`src/rtl/fpd_pkg.sv`:
```
package fpd_pkg;

    localparam int COORD_W     = 32;
    localparam int FRAC_BITS   = 16;
    localparam int DELTA_W     = COORD_W - FRAC_BITS;
    localparam int MAG_W       = DELTA_W + 1;
    localparam int SUM_W       = 32;
    localparam int ROOT_W      = SUM_W / 2;
    localparam int REM_W       = ROOT_W + 1;
    localparam int SQRT_STAGES = ROOT_W;

    typedef struct packed {
        logic [REM_W-1:0]  rem;
        logic [ROOT_W-1:0] root;
        logic [SUM_W-1:0]  rad;
    } fpd_sqrt_t;

endpackage

```
`src/rtl/fpd_axis.sv`:
```
module fpd_axis
(
    input  logic                                clk,
    input  logic signed [fpd_pkg::COORD_W-1:0] first,
    input  logic signed [fpd_pkg::COORD_W-1:0] second,
    output logic        [fpd_pkg::SUM_W-1:0]   square
);
    import fpd_pkg::*;

    logic [COORD_W-1:0]   diff;
    logic [DELTA_W-1:0]   delta;
    logic [MAG_W-1:0]     mag_next;
    logic [MAG_W-1:0]     mag_reg;
    logic [2*MAG_W-1:0]   product;
    logic [SUM_W-1:0]     square_next;
    logic [SUM_W-1:0]     square_reg;

    // The integer part of the wrapped difference, taken as a magnitude.
    always_comb
    begin
        diff  = COORD_W'(first) - COORD_W'(second);
        delta = diff[COORD_W-1 -: DELTA_W];
        if (delta[DELTA_W-1])
        begin
            mag_next = (MAG_W'(1) << DELTA_W) - {1'b0, delta};
        end
        else
        begin
            mag_next = {1'b0, delta};
        end
    end

    always_comb
    begin
        product     = mag_reg * mag_reg;
        square_next = product[SUM_W-1:0];
    end

    always_ff @(posedge clk)
    begin
        mag_reg    <= mag_next;
        square_reg <= square_next;
    end

    assign square = square_reg;

endmodule

```
`src/rtl/fpd_sqrt_cell.sv`:
```
module fpd_sqrt_cell
(
    input  logic               clk,
    input  logic               rst_n,
    input  logic               in_valid,
    input  fpd_pkg::fpd_sqrt_t in_data,
    output logic               out_valid,
    output fpd_pkg::fpd_sqrt_t out_data
);
    import fpd_pkg::*;

    logic               valid_reg;
    fpd_sqrt_t          data_reg;
    fpd_sqrt_t          data_next;
    logic [REM_W+1:0]   cand;
    logic [REM_W+1:0]   trial;
    logic [REM_W+1:0]   diff;
    logic               take;

    // One result bit per cell: bring down the next two radicand bits and
    // subtract the trial value when it fits.
    always_comb
    begin
        cand  = {in_data.rem, in_data.rad[SUM_W-1 -: 2]};
        trial = {1'b0, in_data.root, 2'b01};
        take  = (cand >= trial);
        diff  = cand - trial;
        data_next.rem  = take ? diff[REM_W-1:0] : cand[REM_W-1:0];
        data_next.root = {in_data.root[ROOT_W-2:0], take};
        data_next.rad  = {in_data.rad[SUM_W-3:0], 2'b00};
    end

    always_ff @(posedge clk or negedge rst_n)
    begin
        if (!rst_n)
        begin
            valid_reg <= 1'b0;
        end
        else
        begin
            valid_reg <= in_valid;
        end
    end

    always_ff @(posedge clk)
    begin
        data_reg <= data_next;
    end

    assign out_valid = valid_reg;
    assign out_data  = data_reg;

    // The partial remainder never exceeds twice the partial root.
    a_rem_bound: assert property (@(posedge clk) disable iff (!rst_n)
        valid_reg |-> ({1'b0, data_reg.rem} <= {data_reg.root, 1'b0}))
        else $error("square root remainder out of range");

endmodule

```
`src/rtl/fixed_point_3d_distance_core.sv`:
```
// Pipeline: a taken beat passes a register for the axis deltas, one for the squares,
// one for the sum and sixteen square root cells before distance and done appear.
// Throughput: one beat per cycle; busy stays low, as every stage moves on each cycle.
// The receiver cannot stall, so done is a single cycle strobe with no hold-off.
// Reset is asynchronous and active low; it clears the valid flags of every stage only.
module fixed_point_3d_distance_core
(
    input  logic                                clk,
    input  logic                                rst_n,
    input  logic                                start,
    output logic                                busy,
    input  logic signed [fpd_pkg::COORD_W-1:0] first_x,
    input  logic signed [fpd_pkg::COORD_W-1:0] first_y,
    input  logic signed [fpd_pkg::COORD_W-1:0] first_z,
    input  logic signed [fpd_pkg::COORD_W-1:0] second_x,
    input  logic signed [fpd_pkg::COORD_W-1:0] second_y,
    input  logic signed [fpd_pkg::COORD_W-1:0] second_z,
    output logic                                done,
    output logic        [fpd_pkg::ROOT_W-1:0]  distance
);
    import fpd_pkg::*;

    logic              accept;
    logic              mag_valid_reg;
    logic              sq_valid_reg;
    logic              sum_valid_reg;
    logic [SUM_W-1:0]  sq_x;
    logic [SUM_W-1:0]  sq_y;
    logic [SUM_W-1:0]  sq_z;
    logic [SUM_W-1:0]  sum_next;
    logic [SUM_W-1:0]  sum_reg;
    logic              cell_valid [0:SQRT_STAGES];
    fpd_sqrt_t         cell_data  [0:SQRT_STAGES];
    logic [2*ROOT_W:0] root_sq;
    logic [2*ROOT_W:0] root_inc_sq;

    assign busy   = 1'b0;
    assign accept = start && !busy;

    fpd_axis u_axis_x
    (
        .clk    (clk),
        .first  (first_x),
        .second (second_x),
        .square (sq_x)
    );

    fpd_axis u_axis_y
    (
        .clk    (clk),
        .first  (first_y),
        .second (second_y),
        .square (sq_y)
    );

    fpd_axis u_axis_z
    (
        .clk    (clk),
        .first  (first_z),
        .second (second_z),
        .square (sq_z)
    );

    // Each square is at most 2^30, so the sum of three fits without wrapping.
    assign sum_next = sq_x + sq_y + sq_z;

    always_ff @(posedge clk or negedge rst_n)
    begin
        if (!rst_n)
        begin
            mag_valid_reg <= 1'b0;
            sq_valid_reg  <= 1'b0;
            sum_valid_reg <= 1'b0;
        end
        else
        begin
            mag_valid_reg <= accept;
            sq_valid_reg  <= mag_valid_reg;
            sum_valid_reg <= sq_valid_reg;
        end
    end

    always_ff @(posedge clk)
    begin
        sum_reg <= sum_next;
    end

    assign cell_valid[0]     = sum_valid_reg;
    assign cell_data[0].rem  = '0;
    assign cell_data[0].root = '0;
    assign cell_data[0].rad  = sum_reg;

    for (genvar i = 0; i < SQRT_STAGES; i++)
    begin : g_cell
        fpd_sqrt_cell u_cell
        (
            .clk       (clk),
            .rst_n     (rst_n),
            .in_valid  (cell_valid[i]),
            .in_data   (cell_data[i]),
            .out_valid (cell_valid[i+1]),
            .out_data  (cell_data[i+1])
        );
    end

    assign done     = cell_valid[SQRT_STAGES];
    assign distance = cell_data[SQRT_STAGES].root;

    assign root_sq     = (2*ROOT_W+1)'(distance) * (2*ROOT_W+1)'(distance);
    assign root_inc_sq = ((2*ROOT_W+1)'(distance) + 1'b1) * ((2*ROOT_W+1)'(distance) + 1'b1);

    a_root_floor: assert property (@(posedge clk) disable iff (!rst_n)
        done |-> (root_sq <= {1'b0, $past(sum_reg, SQRT_STAGES)}) &&
                 (root_inc_sq > {1'b0, $past(sum_reg, SQRT_STAGES)}))
        else $error("distance is not the floor square root of the sum");

    a_done_follows_start: assert property (@(posedge clk) disable iff (!rst_n)
        done |-> $past(accept, SQRT_STAGES + 3))
        else $error("result strobe without an accepted beat");

    a_start_enters: assert property (@(posedge clk) disable iff (!rst_n)
        accept |=> mag_valid_reg)
        else $error("accepted beat lost at pipeline entry");

endmodule

```
`config.mk`:
```
export PLATFORM = sky130hd
export DESIGN_NAME = fixed_point_3d_distance_core
export DESIGN_NICKNAME = d
export VERILOG_FILES = /design/src/rtl/fpd_pkg.sv /design/src/rtl/fpd_axis.sv /design/src/rtl/fpd_sqrt_cell.sv /design/src/rtl/fixed_point_3d_distance_core.sv
export SDC_FILE = /design/constraint.sdc
export NUM_CORES = 2
export LEC_CHECK = 0
export ABC_AREA = 1
export BUFFER_PORTS_ARGS = -buffer_cell sky130_fd_sc_hd__buf_2
export CORE_ASPECT_RATIO = 1.4
export CORE_UTILIZATION = 40
export DETAILED_ROUTE_END_ITERATION = 7
export SYNTH_ARGS = -nofsm -noshare
export SYNTH_HDL_FRONTEND = slang
export SYNTH_SLANG_ARGS = --single-unit
```
`constraint.sdc`:
```
create_clock -name clk -period 5.55 [get_ports clk]
set_input_delay 0.8325 -clock clk [delete_from_list [all_inputs] [get_ports clk]]
set_output_delay 0.8325 -clock clk [all_outputs]
set_load 0.02 [all_outputs]
```
; ---- After elaboration in Yosys (flattened, before gate mapping)
; Index checks and enable logic that the tools add are counted.
[word_totals]
ff_bits = 815
[op_classes]
muxes = 18
multipliers = 3
add_sub_neg = 23
n_lt_le_gt_ge = 16
[op_table]
columns = op, n
row1 = 2-to-1 mux 17 bit, 14
row2 = multiplier 17 x 17 -> 32 bit, 3
row3 = subtractor 32 bit, 3
row4 = adder 32 bit, 2
row5 = "subtractor 17 x 16 -> 17 bit, first input constant", 3
row6 = 2-to-1 mux 15 bit, 3
row7 = greater-or-equal comparator 19 x 10 -> 1 bit, 1
row8 = greater-or-equal comparator 19 x 11 -> 1 bit, 1
row9 = greater-or-equal comparator 19 x 12 -> 1 bit, 1
row10 = greater-or-equal comparator 19 x 13 -> 1 bit, 1
row11 = greater-or-equal comparator 19 x 14 -> 1 bit, 1
row12 = greater-or-equal comparator 19 x 15 -> 1 bit, 1
row13 = greater-or-equal comparator 19 x 16 -> 1 bit, 1
row14 = greater-or-equal comparator 19 x 17 -> 1 bit, 1
row15 = greater-or-equal comparator 19 x 3 -> 1 bit, 1
row16 = greater-or-equal comparator 19 x 4 -> 1 bit, 1
row17 = greater-or-equal comparator 19 x 5 -> 1 bit, 1
row18 = greater-or-equal comparator 19 x 6 -> 1 bit, 1
row19 = greater-or-equal comparator 19 x 7 -> 1 bit, 1
row20 = greater-or-equal comparator 19 x 8 -> 1 bit, 1
row21 = greater-or-equal comparator 19 x 9 -> 1 bit, 1
row22 = subtractor 17 x 10 -> 17 bit, 1
row23 = subtractor 17 x 11 -> 17 bit, 1
row24 = subtractor 17 x 12 -> 17 bit, 1
row25 = 14 further kinds, 14

; ---- Logic depth before layout (Yosys ltp)
[depth]
word_depth = 3
depth_mapped = 27

; ---- Cells and area by module
; From an unflattened synthesis, not the netlist that was laid out.
[unflattened]
hier_cells = 11459
hier_area_um2 = 85505.8
[modules_own_cells]
columns = module, cells_each, seq_area_each_um2, area_per_inst_um2, n_inst
row1 = fpd_sqrt_cell, 361, 1286.2, 2813.9, 16
row2 = fpd_axis at u_axis_y, 1730, 960.9, 12368.1, 1
row3 = fpd_axis at u_axis_z, 1712, 960.9, 12245.5, 1
row4 = fpd_axis at u_axis_x, 1703, 960.9, 12233.0, 1
row5 = fixed_point_3d_distance_core, 538, 715.7, 3636.0, 1

; ---- Worst setup path before layout
; Ideal clock, no wire load.
[synth_path]
kind = reg2reg
startpoint = reg u_axis_y.mag_reg[7]
endpoint = reg u_axis_y.square_reg[27], in the netlist u_axis_y.square[27]
path_buffers = 2
stages_incl_launch_ff = 25
arrival_time_ns = 5.446
t_required_ns = 5.429
slack_ns = -0.017
setup_time_ns = 0.121
cell_sequence = dfxtp_1 -> clkbuf_1 -> clkbuf_1 -> nand2_1 -> fa_1 -> inv_1 -> fa_1 -> inv_1 -> fa_1 -> inv_1 -> fa_1 -> fa_1 -> inv_1 -> fa_1 -> inv_1 -> ha_1 -> nand2_1 -> inv_1 -> a21oi_1 -> o21ai_0 -> a21oi_1 -> o21bai_1 -> nand3_1 -> nand2_1 -> xor2_1
[synth_via]
elab_chain_len = 1
[synth_lines]
columns = element, line_no
row1 = "start, declared", fpd_axis.sv:13  ; logic [MAG_W-1:0] mag_reg;
row2 = "start signal, assigned", fpd_axis.sv:41  ; mag_reg <= mag_next;
row3 = multiplier 17 x 17 -> 32 bit, fpd_axis.sv:35  ; product = mag_reg * mag_reg;
row4 = via u_axis_y.product[27], fpd_axis.sv:14  ; logic [2*MAG_W-1:0] product;
row5 = "end signal, assigned", fpd_axis.sv:42  ; square_reg <= square_next;
row6 = "end, declared", fpd_axis.sv:16  ; logic [SUM_W-1:0] square_reg;
; The timed path passes the listed nets, and every way through them passes these cells.
; A chain may end at the register's enable or synchronous reset.

; ---- Final worst setup path
[layout_path]
startpoint = reg u_axis_y.mag_reg[9]
endpoint = reg u_axis_y.square_reg[21], in the netlist u_axis_y.square[21]
; Same word-level chain as after synthesis.

==> results.py <==
metrics = {
    "synthesis": {
        "yosysSeqAreaShare_pct": 26.3,
        "async_flop_share_pct": 2.35,
        "synth_cell_types": 67,
        "synth-adder-area-share_pct": 31.2,
        "syn-mean-instance-area_sq_um": 7.90,
        "yosysTopAreaCell": "dfxtp_1",
        "synth_ff_type": "dfxtp_1",
        "synthMuxAreaShare_pct": 0,
        "synth_top_family_by_area": "adder cells",
        "syn_inst": 7823,
        "synth_edf_count": 0,
        "synth_compound_area_share_pct": 6.52,
        "synth.area.top_cells": "dfxtp_1, fa_1, ha_1",
        "synth.top_cell.area_share_pct": 25.6,
        "ys_warn_count": 0,
        "synthSimpleGateAreaFrac_pct": 18.5,
        "synth_area_sq_um": 61800,
        "synth_xor_area_share_pct": 4.93,
        "synth_seq_cells": 808,
    },
    "setup_path": {
        "cpLargestDelayFamily": "adder cells",
        "worstPathMaxFanout": 11,
        "cp_data_arrival_time_ns": 5.91,
        "crit_type": "reg2reg",
        "startpoint_type": "register",
        "crit_buf_inv": 9,
        "cp_cell_sequence": "buf_4 -> nand2_1 -> inv_1 -> fa_1 -> inv_1 -> fa_1 -> fa_1 -> inv_1 -> fa_1 -> fa_1 -> inv_1 -> fa_1 -> inv_1 -> ha_1 -> nand2_1 -> inv_1 -> a21oi_2 -> o21ai_1 -> a21oi_2 -> buf_4 -> buf_4 -> xnor2_1",
        "crit_slowest_cell": "fa_1",
        "required_ns": 6.09,
        "regToRegStartpoint": "u_axis_y.mag_reg[9]",
        "cp-end-kind": "register",
        "crit_start": "u_axis_y.mag_reg[9]",
        "cpPeakStageDelay_ns": 0.54,
    },
    "layout": {
        "final_common_cell": "inv_1",
        "largest_reg_flops": 613,
        "drive_gt1_share_pct": 9.54,
        "mostFrequentLayoutCells": "inv_1, nand2_1, dfxtp_1",
        "fin_nets": 9509,
        "area_growth_pct": 12.1,
        "final_core_util_pct": 45.2,
        "diodes": 0,
    },
    "clock_network": {
        "cts_inserted_buffers": 80,
        "cts_tree": "yes",
        "insertion_delay_ns": 0.70,
        "clk_pin_slew_ns": 0.06,
        "htreeDepth": 3,
        "cts_buffer_depth": 3,
        "cts_root_buf": "clkbuf_16",
        "cts_sinks": 808,
    },
    "route": {
        "vias_per_cell": 4.60,
        "drc": 0,
        "wl_per_cell_um": 14.0,
        "final_antenna_net_count": 0,
        "drt-pass1-iter-count": 8,
        "drt_iter0_markers": 1797,
        "via_count": 47200,
        "routed_wl_um": 144000,
    },
    "placement": {
        "place_congestion": 0.918,
        "io_buffer_count": 211,
        "dp_hpwl_um": 124000,
    },
    "floorplan": {
        "initial_utilization_pct": 40.3,
        "num_rows": 170,
        "num_io_pins": 213,
        "die_y_um": 467,
        "dieArea_sq_um": 156000,
        "die_width_um": 334,
        "coreArea_sq_um": 153000,
    },
    "sta": {
        "min_period_ns": 5.37,
        "slew_violations": 0,
        "worst_slew_pin_slew_ns": 0.804,
        "rsz0062_at_grt": "true",
        "timing.final.crit_share_pct": 96.8,
        "setup_viol": 0,
        "fin_skew_ns": 0.0528,
        "fmax_mhz": 186,
        "slew_headroom_pct": 46.2,
        "final-hold-violation-count": 0,
    },
    "global_route": {
        "grt_usage_pct": 18.7,
        "antenna_found_initial": 0,
        "grt_pass1_wl_um": 237000,
        "grt_pass1_vias": 49000,
        "grt_max_degree": 29,
        "grt_overflow_total": 0,
    },
    "min_path": {
        "hp-class": "in2async",
    },
    "run": {
        "maxCapViolCount": 0,
    },
    "status": {
        "outcome": "completed",
    },
}
==> final cells by class <==
cell class | count | area [sq um]
fillers | 15300 | 84100
multi-input cells | 4984 | 38200
flip-flops and latches | 808 | 16300
inverters | 1897 | 7130
well taps | 2064 | 2580
repair buffers | 366 | 2280
clock buffers | 106 | 2240
clock inverters | 37 | 537
==> path summary, 6_finish.rpt <==
| check | endpoint | slack, ns | cells after the start |
|---|---|---|---|
| worst max-delay path | u_axis_y.square[21] | 0.18 | 22 |
| worst min-delay path | sq_valid_reg | 0.06 | 1 |
| worst max register to register | u_axis_y.square[21] | 0.18 | 22 |
| worst min register to register | g_cell[10].u_cell.out_data[30] | 0.30 | 0 |
| max in group asynchronous | g_cell[10].u_cell.out_valid | 5.21 | 1 |
| min in group clk | mag_valid_reg | 0.25 | 1 |
==> cell usage after synthesis, types with 4 or more instances <==
| cell | n |
|---|---|
| buf_6 | 4 |
| a21oi_1 | 313 |
| buf_4 | 19 |
| dfxtp_1 | 789 |
| o21ai_1 | 36 |
| o2111ai_1 | 5 |
| nor4_1 | 23 |
| nand2_2 | 58 |
| nand4_1 | 61 |
| a21o_1 | 25 |
| o221ai_1 | 5 |
| dfrtp_1 | 19 |
| nand2_1 | 1813 |
| nor3_2 | 6 |
| nand3_1 | 222 |
| nor3_1 | 68 |
| nor2_4 | 5 |
| xnor2_1 | 134 |
| o211ai_1 | 13 |
| nand3_2 | 18 |
| o21a_1 | 20 |
| o21bai_1 | 24 |
| a211oi_1 | 7 |
| inv_2 | 19 |
| o21ai_2 | 11 |
| a31oi_1 | 15 |
| or2_2 | 17 |
| o21ai_0 | 221 |
| inv_1 | 1873 |
| nor2_1 | 377 |
| a21boi_0 | 7 |
| ha_1 | 573 |
| fa_1 | 604 |
| nor2_2 | 20 |
| and2_1 | 20 |
| buf_2 | 13 |
| and3_1 | 9 |
| clkbuf_1 | 104 |
| nand3b_1 | 4 |
| xor2_1 | 210 |
==> worst register-to-register path, cell delays in order, from the launching register on <==
cell	delay [ns]
dfxtp_2	0.34
buf_4	0.18
nand2_1	0.12
inv_1	0.07
fa_1	0.54
inv_1	0.06
fa_1	0.47
fa_1	0.52
inv_1	0.05
fa_1	0.53
fa_1	0.50
inv_1	0.05
fa_1	0.47
inv_1	0.04
ha_1	0.31
nand2_1	0.09
inv_1	0.10
a21oi_2	0.07
o21ai_1	0.21
a21oi_2	0.07
buf_4	0.14
buf_4	0.12
xnor2_1	0.21
==> through the flow <==
step | hold WS [ns] | area, sq um | cells | setup slack [ns] | setup TNS (ns)
floorplan | 0.310 | 61800 | 7830 | 0.0372 | 0
global placement | 0.310 | 66000 | 10100 | 0.0381 | 0
detailed placement | 0.312 | 66000 | 10100 | 0.0000990 | 0
CTS | 0.0118 | 68700 | 10300 | 0.00709 | 0
global route | 0.0613 | 69300 | 10300 | -0.0730 | -0.190
finish | 0.0628 | 69300 | 10300 | 0.180 | 0
==> per-layer routing <==
layer	share of wire [%]	track usage, %	routed length, um
met1	37	18.9	53700
met2	56	37.8	80000
met3	2.3	1.64	3320
met4	4.6	8.51	6560
met5	0	0	0
==> cells by family after synthesis <==
kind of cell,after synthesis
adder cells (fa/ha/maj),1177
buffers and inverters,2038
other,1
flip-flops,808
XOR/XNOR,346
AND/OR/NAND/NOR,2732
AO/OA/AOI/OAI,721
==> timing repair <==
| action | 4_1_cts | 5_1_grt |
|---|---|---|
| gates resized for setup | 4 | 142 |
| buffers inserted | 0 | 10 |
| pin swaps | 0 | 19 |
| hold buffers | 0 | 0 |
| endpoints found under the setup margin | 4 | 49 |
Power is left out: the tool's default activity adds up to more than one toggle a clock period on the data nets, which glitch-free logic cannot reach.
